<file path="config.mk">
export PLATFORM = sky130hd
export DESIGN_NAME = keypad_scan_to_keycode_autorepeat_unit
export DESIGN_NICKNAME = d
export VERILOG_FILES = /design/src/sv/kpad_pkg.sv /design/src/sv/keypad_scan_to_keycode_autorepeat_unit.sv /design/src/sv/kpad_ram.sv /design/src/sv/kpad_front.sv /design/src/sv/kpad_fifo.sv /design/src/sv/kpad_back.sv
export SDC_FILE = /design/constraint.sdc
export NUM_CORES = 2
export LEC_CHECK = 0
export BUFFER_PORTS_ARGS = -buffer_cell sky130_fd_sc_hd__buf_4
export CAP_MARGIN = 5
export CORE_MARGIN = 10
export CORE_UTILIZATION = 45
export DETAILED_ROUTE_END_ITERATION = 7
export PLACE_DENSITY = 0.64
export SYNTH_ARGS = -nofsm -noshare
export SYNTH_HDL_FRONTEND = slang
export SYNTH_SLANG_ARGS = --single-unit
export TNS_END_PERCENT = 100
</file>
<file path="constraint.sdc">
create_clock -name clk -period 15.61 [get_ports clk]
set_input_delay 3.122 -clock clk [delete_from_list [all_inputs] [get_ports clk]]
set_output_delay 3.122 -clock clk [all_outputs]
set_load 0.005 [all_outputs]
</file>
<file path="src/sv/kpad_pkg.sv">
// Shared types and constants for the keypad scan to key code unit.
`timescale 1ns / 1ps
`default_nettype none
package kpad_pkg;

  localparam int KEYMAP_DEPTH = 64;
  localparam int ENTRY_W = 32;
  localparam int CODE_W = 8;
  localparam int CNT_W = 7;
  localparam int MAP_W = 64;
  localparam logic [CODE_W-1:0] NO_CODE = 8'hFF;

  typedef enum logic [1:0] {
    SET_PLAIN,
    SET_SHIFT,
    SET_ALT,
    SET_CTRL
  } kpad_set_t;

  typedef enum logic [1:0] {
    CMD_LOAD,
    CMD_CLEAR,
    CMD_SCAN
  } kpad_kind_t;

  typedef enum logic [3:0] {
    REG_SHIFT_ROW,
    REG_SHIFT_COL,
    REG_ALT_ROW,
    REG_ALT_COL,
    REG_CTRL_ROW,
    REG_CTRL_COL,
    REG_REPEAT_FIRST,
    REG_REPEAT_NEXT
  } kpad_reg_t;

  typedef struct packed {
    kpad_kind_t        kind;
    kpad_set_t         set;
    logic [MAP_W-1:0]  map;
    logic [5:0]        index;
    logic [ENTRY_W-1:0] data;
  } kpad_cmd_t;

  typedef struct packed {
    logic [3:0]       shift_row;
    logic [3:0]       shift_col;
    logic [3:0]       alt_row;
    logic [3:0]       alt_col;
    logic [3:0]       ctrl_row;
    logic [3:0]       ctrl_col;
    logic [CNT_W-1:0] repeat_first;
    logic [CNT_W-1:0] repeat_next;
  } kpad_cfg_t;

endpackage
`default_nettype wire

</file>
<file path="src/sv/keypad_scan_to_keycode_autorepeat_unit.sv">
// Top level of the keypad scan to key code unit with autorepeat.
//
// Input channel (item_valid / item_stall): one item is either a keymap load
// (cmd low) or a scan report (cmd high). Output channel (key_valid /
// key_stall): one item per emitted key code; last_of_scan marks the final
// code of a scan. Configuration writes arrive on cfg_valid / cfg_ready with
// a register index and data; cfg_ready is always high.
// The front end classifies each item in the cycle it is accepted and pushes
// it into a two-entry queue. The back end takes a load or a clear in its
// idle state. A scan walks all 64 matrix positions through the keymap RAM
// read port, one position per cycle while the output is not stalled, and
// holds the back end until the walk ends and the last code is flushed. Each
// code waits in a pending register until the next code of the scan is found
// or the walk ends, so it passes the RAM read, pending and output registers.
// The last code of a scan is held until the walk ends so it can be marked.
// A stalled output freezes the walk; the queue then fills and item_stall
// rises. Reset restores the register defaults, marks every keymap entry
// as empty and clears the autorepeat state; no clearing pass is needed.
`timescale 1ns / 1ps
`default_nettype none
module keypad_scan_to_keycode_autorepeat_unit import kpad_pkg::*; #(
  parameter int MATRIX_ROWS = 8,
  parameter int MATRIX_COLS = 8
) (
  input  wire logic        clk,
  input  wire logic        rst,
  input  wire logic        item_valid,
  output logic             item_stall,
  input  wire logic        cmd,
  input  wire logic [4:0]  key_count,
  input  wire logic [2:0]  single_row,
  input  wire logic [2:0]  single_col,
  input  wire logic [63:0] pressed_map,
  input  wire logic [5:0]  entry_index,
  input  wire logic [7:0]  code_plain,
  input  wire logic [7:0]  code_shift,
  input  wire logic [7:0]  code_alt,
  input  wire logic [7:0]  code_ctrl,
  output logic             key_valid,
  input  wire logic        key_stall,
  output logic [7:0]       key_code,
  output logic             last_of_scan,
  input  wire logic        cfg_valid,
  output logic             cfg_ready,
  input  wire logic [3:0]  cfg_index,
  input  wire logic [6:0]  cfg_data
);

  kpad_cfg_t cfg;
  logic      q_push;
  kpad_cmd_t q_in;
  logic      q_full;
  logic      q_pop;
  kpad_cmd_t q_out;
  logic      q_empty;

  assign cfg_ready = 1'b1;

  always_ff @(posedge clk) begin
    if (rst) begin
      cfg.shift_row <= 4'd15;
      cfg.shift_col <= 4'd15;
      cfg.alt_row <= 4'd15;
      cfg.alt_col <= 4'd15;
      cfg.ctrl_row <= 4'd15;
      cfg.ctrl_col <= 4'd15;
      cfg.repeat_first <= 7'd12;
      cfg.repeat_next <= 7'd2;
    end else if (cfg_valid) begin
      case (cfg_index)
        REG_SHIFT_ROW:    cfg.shift_row <= cfg_data[3:0];
        REG_SHIFT_COL:    cfg.shift_col <= cfg_data[3:0];
        REG_ALT_ROW:      cfg.alt_row <= cfg_data[3:0];
        REG_ALT_COL:      cfg.alt_col <= cfg_data[3:0];
        REG_CTRL_ROW:     cfg.ctrl_row <= cfg_data[3:0];
        REG_CTRL_COL:     cfg.ctrl_col <= cfg_data[3:0];
        REG_REPEAT_FIRST: cfg.repeat_first <= cfg_data;
        REG_REPEAT_NEXT:  cfg.repeat_next <= cfg_data;
        default: begin
        end
      endcase
    end
  end

  kpad_front #(
    .MATRIX_ROWS(MATRIX_ROWS),
    .MATRIX_COLS(MATRIX_COLS)
  ) u_front (
    .item_valid (item_valid),
    .item_stall (item_stall),
    .cmd        (cmd),
    .key_count  (key_count),
    .single_row (single_row),
    .single_col (single_col),
    .pressed_map(pressed_map),
    .entry_index(entry_index),
    .code_plain (code_plain),
    .code_shift (code_shift),
    .code_alt   (code_alt),
    .code_ctrl  (code_ctrl),
    .cfg        (cfg),
    .q_full     (q_full),
    .q_push     (q_push),
    .q_data     (q_in)
  );

  kpad_fifo u_queue (
    .clk      (clk),
    .rst      (rst),
    .push     (q_push),
    .push_data(q_in),
    .full     (q_full),
    .pop      (q_pop),
    .pop_data (q_out),
    .empty    (q_empty)
  );

  kpad_back u_back (
    .clk         (clk),
    .rst         (rst),
    .cfg         (cfg),
    .q_empty     (q_empty),
    .q_data      (q_out),
    .q_pop       (q_pop),
    .key_valid   (key_valid),
    .key_stall   (key_stall),
    .key_code    (key_code),
    .last_of_scan(last_of_scan)
  );

endmodule
`default_nettype wire

</file>
<file path="src/sv/kpad_ram.sv">
// Generic single-port-write, registered-read RAM.
`timescale 1ns / 1ps
`default_nettype none
module kpad_ram #(
  parameter int WIDTH = 32,
  parameter int DEPTH = 64,
  localparam int AW = $clog2(DEPTH)
) (
  input  wire logic             clk,
  input  wire logic             we,
  input  wire logic [AW-1:0]    waddr,
  input  wire logic [WIDTH-1:0] wdata,
  input  wire logic             re,
  input  wire logic [AW-1:0]    raddr,
  output logic      [WIDTH-1:0] rdata
);

  logic [WIDTH-1:0] mem [DEPTH];

  always_ff @(posedge clk) begin
    if (we) begin
      mem[waddr] <= wdata;
    end
    if (re) begin
      rdata <= mem[raddr];
    end
  end

endmodule
`default_nettype wire

</file>
<file path="src/sv/kpad_front.sv">
// Front end: accepts items and classifies them into queue commands.
`timescale 1ns / 1ps
`default_nettype none
module kpad_front import kpad_pkg::*; #(
  parameter int MATRIX_ROWS = 8,
  parameter int MATRIX_COLS = 8
) (
  input  wire logic        item_valid,
  output logic             item_stall,
  input  wire logic        cmd,
  input  wire logic [4:0]  key_count,
  input  wire logic [2:0]  single_row,
  input  wire logic [2:0]  single_col,
  input  wire logic [63:0] pressed_map,
  input  wire logic [5:0]  entry_index,
  input  wire logic [7:0]  code_plain,
  input  wire logic [7:0]  code_shift,
  input  wire logic [7:0]  code_alt,
  input  wire logic [7:0]  code_ctrl,
  input  wire kpad_cfg_t   cfg,
  input  wire logic        q_full,
  output logic             q_push,
  output kpad_cmd_t        q_data
);

  function automatic logic [MAP_W-1:0] matrix_mask();
    logic [MAP_W-1:0] m;
    m = '0;
    for (int c = 0; c < 8; c++) begin
      for (int r = 0; r < 8; r++) begin
        if (r < MATRIX_ROWS && c < MATRIX_COLS) begin
          m[c*8+r] = 1'b1;
        end
      end
    end
    return m;
  endfunction

  localparam logic [MAP_W-1:0] MASK = matrix_mask();
  localparam logic [3:0] ROWS_L = 4'(MATRIX_ROWS);
  localparam logic [3:0] COLS_L = 4'(MATRIX_COLS);

  function automatic logic mod_hit(input logic [3:0] r, input logic [3:0] c,
                                   input logic [MAP_W-1:0] m);
    return (r < ROWS_L) && (c < COLS_L) && m[{c[2:0], r[2:0]}];
  endfunction

  function automatic logic [5:0] order_key(input logic [3:0] r, input logic [3:0] c);
    return {c[2:1], r[2:0], c[0]};
  endfunction

  logic [MAP_W-1:0] map_in;
  logic             sh_p, al_p, ct_p;
  logic [5:0]       sh_k, al_k, ct_k;
  logic             single_in, single_mod;
  kpad_set_t        multi_set;
  logic             keep;

  assign map_in = pressed_map & MASK;
  assign sh_p = mod_hit(cfg.shift_row, cfg.shift_col, map_in);
  assign al_p = mod_hit(cfg.alt_row, cfg.alt_col, map_in);
  assign ct_p = mod_hit(cfg.ctrl_row, cfg.ctrl_col, map_in);
  assign sh_k = order_key(cfg.shift_row, cfg.shift_col);
  assign al_k = order_key(cfg.alt_row, cfg.alt_col);
  assign ct_k = order_key(cfg.ctrl_row, cfg.ctrl_col);

  assign single_in = ({1'b0, single_row} < ROWS_L) && ({1'b0, single_col} < COLS_L);
  assign single_mod =
    (cfg.shift_row == {1'b0, single_row} && cfg.shift_col == {1'b0, single_col}) ||
    (cfg.alt_row == {1'b0, single_row} && cfg.alt_col == {1'b0, single_col}) ||
    (cfg.ctrl_row == {1'b0, single_row} && cfg.ctrl_col == {1'b0, single_col});

  // The earliest pressed modifier in walk order wins; shift wins a shared position, alt wins one shared with ctrl.
  always_comb begin
    if (sh_p && (!al_p || sh_k <= al_k) && (!ct_p || sh_k <= ct_k)) begin
      multi_set = SET_SHIFT;
    end else if (al_p && (!sh_p || al_k < sh_k) && (!ct_p || al_k <= ct_k)) begin
      multi_set = SET_ALT;
    end else if (ct_p && (!sh_p || ct_k < sh_k) && (!al_p || ct_k < al_k)) begin
      multi_set = SET_CTRL;
    end else begin
      multi_set = SET_PLAIN;
    end
  end

  always_comb begin
    keep = 1'b1;
    q_data.kind = CMD_SCAN;
    q_data.set = SET_PLAIN;
    q_data.map = map_in;
    q_data.index = entry_index;
    q_data.data = {code_ctrl, code_alt, code_shift, code_plain};
    if (!cmd) begin
      q_data.kind = CMD_LOAD;
    end else if (key_count == 5'd0) begin
      q_data.kind = CMD_CLEAR;
    end else if (key_count == 5'd1) begin
      q_data.map = MAP_W'(1) << {single_col, single_row};
      if (!single_in) begin
        keep = 1'b0;
      end else if (single_mod) begin
        q_data.kind = CMD_CLEAR;
      end
    end else begin
      q_data.set = multi_set;
    end
  end

  assign item_stall = q_full;
  assign q_push = item_valid && !q_full && keep;

endmodule
`default_nettype wire

</file>
<file path="src/sv/kpad_fifo.sv">
// Two-entry command queue between the front end and the back end.
`timescale 1ns / 1ps
`default_nettype none
module kpad_fifo import kpad_pkg::*; (
  input  wire logic      clk,
  input  wire logic      rst,
  input  wire logic      push,
  input  wire kpad_cmd_t push_data,
  output logic           full,
  input  wire logic      pop,
  output kpad_cmd_t      pop_data,
  output logic           empty
);

  localparam logic [1:0] SLOTS = 2'd2;

  kpad_cmd_t  slots [2];
  logic       wr_ptr;
  logic       rd_ptr;
  logic [1:0] count;

  assign full = (count == SLOTS);
  assign empty = (count == 2'd0);
  assign pop_data = slots[rd_ptr];

  always_ff @(posedge clk) begin
    if (push) begin
      slots[wr_ptr] <= push_data;
    end
  end

  always_ff @(posedge clk) begin
    if (rst) begin
      wr_ptr <= 1'b0;
      rd_ptr <= 1'b0;
      count <= 2'd0;
    end else begin
      if (push) begin
        wr_ptr <= ~wr_ptr;
      end
      if (pop) begin
        rd_ptr <= ~rd_ptr;
      end
      case ({push, pop})
        2'b10: count <= count + 2'd1;
        2'b01: count <= count - 2'd1;
        default: count <= count;
      endcase
    end
  end

endmodule
`default_nettype wire

</file>
<file path="src/sv/kpad_back.sv">
// Back end: keymap storage, matrix walk, autorepeat and output register.
`timescale 1ns / 1ps
`default_nettype none
module kpad_back import kpad_pkg::*; (
  input  wire logic      clk,
  input  wire logic      rst,
  input  wire kpad_cfg_t cfg,
  input  wire logic      q_empty,
  input  wire kpad_cmd_t q_data,
  output logic           q_pop,
  output logic           key_valid,
  input  wire logic      key_stall,
  output logic [7:0]     key_code,
  output logic           last_of_scan
);

  typedef enum logic [1:0] {
    S_IDLE,
    S_WALK,
    S_FLUSH
  } state_t;

  state_t                  state;
  logic [5:0]              pos;
  logic                    walk_done;
  logic                    s1_valid;
  logic                    s1_pressed;
  logic [MAP_W-1:0]        cur_map;
  kpad_set_t               cur_set;
  logic [CODE_W-1:0]       prev_key;
  logic [CNT_W-1:0]        rep_cnt;
  logic                    pend_valid;
  logic [CODE_W-1:0]       pend_code;
  logic [KEYMAP_DEPTH-1:0] ent_valid;
  logic                    ent_ok;

  logic                    can_push;
  logic                    adv;
  logic [2:0]              walk_row;
  logic [2:0]              walk_col;
  logic [5:0]              walk_addr;
  logic                    walk_bit;
  logic                    issue;
  logic                    ram_we;
  logic [ENTRY_W-1:0]      rdata;
  logic [ENTRY_W-1:0]      entry;
  logic [CODE_W-1:0]       code;
  logic                    look;
  logic                    is_new;
  logic                    rep_hold;
  logic                    emit;
  logic [CNT_W-1:0]        reload;
  logic                    out_load;

  assign can_push = !key_valid || !key_stall;
  assign adv = !(pend_valid && !can_push);
  assign walk_row = pos[3:1];
  assign walk_col = {pos[5:4], pos[0]};
  assign walk_addr = {walk_row, walk_col};
  assign walk_bit = cur_map[{walk_col, walk_row}];
  assign issue = (state == S_WALK) && !walk_done && adv;
  assign q_pop = (state == S_IDLE) && !q_empty;
  assign ram_we = q_pop && (q_data.kind == CMD_LOAD);

  kpad_ram #(
    .WIDTH(ENTRY_W),
    .DEPTH(KEYMAP_DEPTH)
  ) u_keymap (
    .clk  (clk),
    .we   (ram_we),
    .waddr(q_data.index),
    .wdata(q_data.data),
    .re   (issue),
    .raddr(walk_addr),
    .rdata(rdata)
  );

  assign entry = ent_ok ? rdata : '1;

  always_comb begin
    case (cur_set)
      SET_PLAIN: code = entry[7:0];
      SET_SHIFT: code = entry[15:8];
      SET_ALT:   code = entry[23:16];
      SET_CTRL:  code = entry[31:24];
      default:   code = NO_CODE;
    endcase
  end

  assign look = (state == S_WALK) && adv && s1_valid && s1_pressed && (code != NO_CODE);
  assign is_new = (code != prev_key);
  assign rep_hold = (rep_cnt < cfg.repeat_first);
  assign emit = look && (is_new || !rep_hold);
  assign reload = (cfg.repeat_first > cfg.repeat_next) ?
                  cfg.repeat_first - cfg.repeat_next : '0;
  assign out_load = (emit && pend_valid) ||
                    ((state == S_FLUSH) && pend_valid && can_push);

  always_ff @(posedge clk) begin
    if (rst) begin
      state <= S_IDLE;
      walk_done <= 1'b0;
      s1_valid <= 1'b0;
      pend_valid <= 1'b0;
      key_valid <= 1'b0;
      prev_key <= NO_CODE;
      rep_cnt <= '0;
      ent_valid <= '0;
    end else begin
      if (out_load) begin
        key_valid <= 1'b1;
      end else if (!key_stall) begin
        key_valid <= 1'b0;
      end
      case (state)
        S_IDLE: begin
          if (!q_empty) begin
            case (q_data.kind)
              CMD_LOAD: begin
                ent_valid[q_data.index] <= 1'b1;
              end
              CMD_CLEAR: begin
                prev_key <= NO_CODE;
                rep_cnt <= '0;
              end
              CMD_SCAN: begin
                cur_map <= q_data.map;
                cur_set <= q_data.set;
                pos <= '0;
                walk_done <= 1'b0;
                s1_valid <= 1'b0;
                state <= S_WALK;
              end
              default: begin
              end
            endcase
          end
        end
        S_WALK: begin
          if (adv) begin
            if (!walk_done) begin
              s1_valid <= 1'b1;
              s1_pressed <= walk_bit;
              ent_ok <= ent_valid[walk_addr];
              pos <= pos + 6'd1;
              if (&pos) begin
                walk_done <= 1'b1;
              end
            end else begin
              s1_valid <= 1'b0;
            end
            if (look) begin
              if (is_new) begin
                prev_key <= code;
                rep_cnt <= '0;
              end else if (rep_hold) begin
                rep_cnt <= rep_cnt + CNT_W'(1);
              end else begin
                rep_cnt <= reload;
              end
            end
            if (emit) begin
              pend_code <= code;
              pend_valid <= 1'b1;
              if (pend_valid) begin
                key_code <= pend_code;
                last_of_scan <= 1'b0;
              end
            end
            if (walk_done && !s1_valid) begin
              state <= S_FLUSH;
            end
          end
        end
        S_FLUSH: begin
          if (!pend_valid) begin
            state <= S_IDLE;
          end else if (can_push) begin
            key_code <= pend_code;
            last_of_scan <= 1'b1;
            pend_valid <= 1'b0;
            state <= S_IDLE;
          end
        end
        default: state <= S_IDLE;
      endcase
    end
  end

`ifndef ASSERT_OFF
  a_no_empty_code: assert property (@(posedge clk) disable iff (rst)
    key_valid |-> key_code != NO_CODE)
    else $error("emitted item carries the no-code value");

  a_idle_no_pending: assert property (@(posedge clk) disable iff (rst)
    state == S_IDLE |-> !pend_valid)
    else $error("pending code left over outside a scan");

  a_stage_in_walk: assert property (@(posedge clk) disable iff (rst)
    s1_valid |-> state == S_WALK)
    else $error("lookup stage busy outside the matrix walk");

  a_emit_has_room: assert property (@(posedge clk) disable iff (rst)
    emit && pend_valid |-> can_push)
    else $error("code emitted while the output register is blocked");
`endif

endmodule
`default_nettype wire

</file>
### Word-level counts from Yosys, hierarchy flattened

Memory sizes are Yosys's and may differ from the RTL's. A register that Yosys moved wholly into a read port is not among the register bits.
Index checks and enable logic that the tools add are counted.

* flip-flop bits (word level): 218
* memory bits (writable): 2260
* input bits: 130
* output and inout bits: 12
* logic and storage cells: 272
* memories kept: 2

* $add $sub $neg: 5
* magnitude comparators: 21
* eq/ne operators: 40
* shifts and indexed selects: 1
* mux-type cells: 86
* bitwise operators: 7
* reductions and logical operators: 83

Memory list
* u_back.u_keymap.mem: words 64, width 32, read ports 1, clocked after Yosys merged registers in 1, write ports 1, line kpad_ram.sv:18 `logic [WIDTH-1:0] mem [DEPTH];`
* u_queue.slots: words 2, width 106, read ports 1, clocked after Yosys merged registers in 1, write ports 1, line kpad_fifo.sv:17 `kpad_cmd_t slots [2];`

Operators by type and width (count)
* two-way mux 66 bit: 2
* two-way mux 8 bit: 10
* two-way mux 64 bit: 1
* bitwise OR 64 bit: 1
* left shift 1 x 6 -> 64 bit (first input constant): 1
* two-way mux 7 bit: 7
* less-than comparator 6 x 7 -> 1 bit (second input constant): 6
* two-way mux 32 bit: 1
* case mux 8 bit (2 select lines): 2
* case mux 8 bit (4 select lines): 1
* logical AND 1 bit: 31
* binary-select mux 1 bit (select 6 bit): 5
* two-way mux 1 bit: 30
* two-way mux 2 bit: 14
* == test 4 x 3 -> 1 bit: 6
* less-than comparator 4 bit (second input constant): 6
* two-way mux 6 bit: 4
* less-or-equal comparator 6 bit: 3
* less-than comparator 6 bit: 3
* AND reduction 6 bit: 3
* == test 4 x 3 -> 1 bit (second input constant): 4
* AND reduction 2 bit: 8
* AND reduction 4 bit: 4
* inequality test 2 x 1 -> 1 bit (second input constant): 7
* other kinds (33): 83

### Logic depth before layout (Yosys ltp)

* depth in word-level cells: 13
* depth in mapped cells: 11
* depth with buffers taken out: 11

### Hierarchy

From an unflattened synthesis, not the netlist that was laid out.

* cell total of the unflattened synthesis: 5117
* area total of the unflattened synthesis: 100277.4 um2

Modules (own cells, without submodules)
* kpad_ram: times used 1, cells each 3511, area an instance 79359.9 um2
* kpad_fifo: times used 1, cells each 352, area an instance 7856.3 um2
* kpad_back: times used 1, cells each 628, area an instance 7770.0 um2
* kpad_front: times used 1, cells each 472, area an instance 3757.4 um2
* keypad_scan_to_keycode_autorepeat_unit: times used 1, cells each 154, area an instance 1534.0 um2

### Least setup slack after synthesis

No wires, ideal clock.

* path kind: input to register
* from: input item_valid
* to: memory u_queue.slots[0][0] (netlist name) (enable)
* setup time: 0.572 ns
* arrival time: 7.624 ns
* required time: 15.038 ns
* setup slack: 7.414 ns
* stages on the path: 2
* path buffers: 0
* cell sequence: nand2_1 > nor2_1

* word-level cells in the longest chain between the ends: 3

Ends and longest elaborated chain
* from (decl): line keypad_scan_to_keycode_autorepeat_unit.sv:27 `input wire logic item_valid,`
* logical AND 1 bit: line kpad_front.sv:110 `assign q_push = item_valid && !q_full && keep;`
* two-way mux 1 bit: line kpad_fifo.sv:27 `if (push) begin`
* two-way mux 1 bit (implied by the code): line kpad_fifo.sv:28 `slots[wr_ptr] <= push_data;`
* to (decl): line kpad_fifo.sv:17

Every way passes these cells.

==> out/metrics.cfg <==
[yosys]
syn_area_per_cell_um2 = 21.8
synth_fp_nets = 4728
synth_cell_types = 75
synth_seq_area_share_pct = 74.7
ys.flop_type = edfxtp_1
synth_top_area_cell = edfxtp_1
netlist.area_leader.share_pct = 72.1
synth_edf_count = 2383
synth_area_leaders = edfxtp_1 72%, mux4_2 17%, dfxtp_1 2.6%
synth_warnings = 0
syn_area_um2 = 99200
ys_seq_elements = 2511
synthArstFlopShare_pct = 0
synth_cells = 4560

[sta]
slew_viol_final = 0
period_needed_ns = 5.07
fmax_ghz = 0.197
hold_viol = 0
post-route-period-util_pct = 32.5
finalClockSkew_ns = 0.0275
hold_ws_ns = 0.462
final.setup.tns_ns = 0
slew_headroom_pct = 12.0
rsz0062_at_grt = false
setup_violations = 0
worst_slew_pin_slew_ns = 1.32

[critical_path]
end_kind = flip-flop
setup.worst_path.class = flip-flop to flip-flop
critPathMaxStageDelay_ns = 0.78
start_kind = flip-flop
critPathArrivalTime_ns = 5.66
critPathMostFrequentCell = mux4_2
cp_num_buf_inv = 3
crit_path_top_delay_cell = buf_4
worstPathMaxFanout = 101
required_ns = 16.20
cp_top_family = buffers and inverters
worstPathCellList = buf_4 -> buf_4 -> buf_12 -> mux4_2 -> mux4_2 -> mux4_2

[layout]
mostFrequentLayoutCells = 2383 x edfxtp_1, 735 x mux4_2, 247 x buf_4
final_area_um2 = 112000
drive_above_1_share_pct = 30.6
fillers = 17122
fin_nets = 4982
multi_input_comb_area_um2 = 24300
seqCellArea_um2 = 74100
area_growth_pct = 13.0
layout_commonest_cell = edfxtp_1

[global_route]
grt_usage_pct = 20.0
antenna_found_initial = 21
overflow = 0
grt_max_degree = 137
grt_pass1_wl_um = 350000
grt_pass1_vias = 49206

[floorplanning]
die_area_um2 = 240000
initial_utilization_pct = 45.2
io_pins = 142
row_count = 172
die_h_um = 490
dieWidth_um = 490
core_area_um2 = 220000

[power_and_ir_drop]
cellPowerDensity_nw_per_um2 = 145
power.leakage_nw = 35.4
peakVddDrop_mv = 0.0914
p_total_mw = 16.2

[route]
drt_drc_violations_left = 0
vias = 48077
avgRoutedWirePerCell_um = 30.7
drt_pass1_iterations = 6
drt_iter0_drc = 5758
wl_um = 242000
antenna_left = 0
avgViaCountPerCell = 6.08

[cts]
clk_pin_slew_ns = 0.06
clockBufferDepth = 3
cts_tree = yes
cts_num_sinks = 2511
clk_latency_ns = 0.88
htree_levels = 4
cts_setup_buffers = 0
hold_buffers = 0
numCtsBuffers = 241
ctsResizeCount = 0
root_buffer = clkbuf_16

[place]
hpwl_um = 133000
routabilityCongestion = 0.897
place_area_um2 = 104000
portBuffers = 140

[status]
status = finished, final reports clean

[flow_run]
max_cap_viol_count = 0

[min_path]
hold_class = flip-flop to flip-flop

## metrics by stage
step,setup slack (ns),std cells,utilization [%]
after global placement,9.95,7441,47.5
final,10.54,7902,51.1
after detailed placement,9.83,7441,47.5
after floorplan,7.41,4560,-
after global routing,10.15,7898,51.1
after CTS,10.45,7897,51.1
## worst register-to-register path: cells and delay by family, from the launching register on
| family | cells | cell delay, ns |
|---|---|---|
| buffers and inverters | 3 | 2.30 |
| DFF | 1 | 0.67 |
| muxes | 3 | 1.84 |
## Yosys cell counts, drive strengths merged (5+ instances only)
cell     instances
o31ai           44
buf            115
nand2b          11
o21ai           42
dfxtp          128
mux4           735
ha              37
mux2i           84
edfxtp        2383
nor3b            9
nand3           20
xnor2           21
nor2b           23
clkbuf         130
xor2            19
nand4           10
o22ai            7
nand3b           5
and3             9
o21a            71
a211oi           5
a21oi           32
o211ai          16
nor2           143
a21o             5
nand2          164
o41ai            6
a22o             9
nor3            16
and2             7
o2111ai          6
a32o            10
mux2           122
a22oi           18
inv             43
## state kept, by name, summed over array words and instances (netlist names), 2 cells and up, named ones only
signal	count
u_back.u_keymap.mem	2048
u_queue.slots	212
u_back.u_keymap.rdata	32
u_back.key_code	8
u_back.state	2
u_back.cur_set	2
u_back.prev_key	8
u_queue.count	2
u_back.cur_map	64
u_back.rep_cnt	7
u_back.pend_code	8
cfg	38
u_back.pos	6
u_back.ent_valid	64
## power breakdown
part           switching (mW)  internal (mW)  total (mW)
clock network            2.46           3.34        5.80
logic                    1.46          0.851        2.31
registers              0.0748           8.05        8.12
total                    4.00           12.2        16.2
## logic make-up after synthesis
| group | after synthesis | share of synthesized area, % |
|---|---|---|
| xor gates and xnor gates | 40 | 0.353 |
| and+or+nand+nor | 432 | 1.95 |
| adders and majority gates | 38 | 0.487 |
| AOI/OAI and AO/OA | 307 | 2.26 |
| DFF | 2511 | 74.7 |
| other | 1 | 0.00378 |
| buffers and inverters | 290 | 1.31 |
| muxes | 941 | 18.9 |
## path summary, 6_finish.rpt
kind,startpoint,endpoint,slack [ns],cells after the start
worst min register to register,u_back.ent_valid[2],u_back.ent_valid[2],0.46,1
worst min-delay path,u_back.ent_valid[2],u_back.ent_valid[2],0.46,1
worst max-delay path,u_back.pos[0],u_back.u_keymap.rdata[13],10.54,6
worst max register to register,u_back.pos[0],u_back.u_keymap.rdata[13],10.54,6
## final cells by class
cell class              instances  area share (%)
multi-input cells            1759            21.7
clock inverters               160            1.35
repair buffers                256            1.81
diodes                          4         0.00893
clock buffers                 296            5.69
well taps                    2871            3.20
inverters                      45           0.151
flip-flops and latches       2511            66.1
## layer usage
metal / wire, um / vias up / GRT usage [%] / share of wire (%)
met5: 62 / - / 0 / 0.026
met4: 6150 / 10 / 5.37 / 2.5
met3: 19000 / 392 / 3.68 / 7.8
met2: 118000 / 2058 / 32.3 / 49
met1: 99300 / 25899 / 28.2 / 41
li1: - / 19718 / - / -
Power figures use the tool's default switching activity.
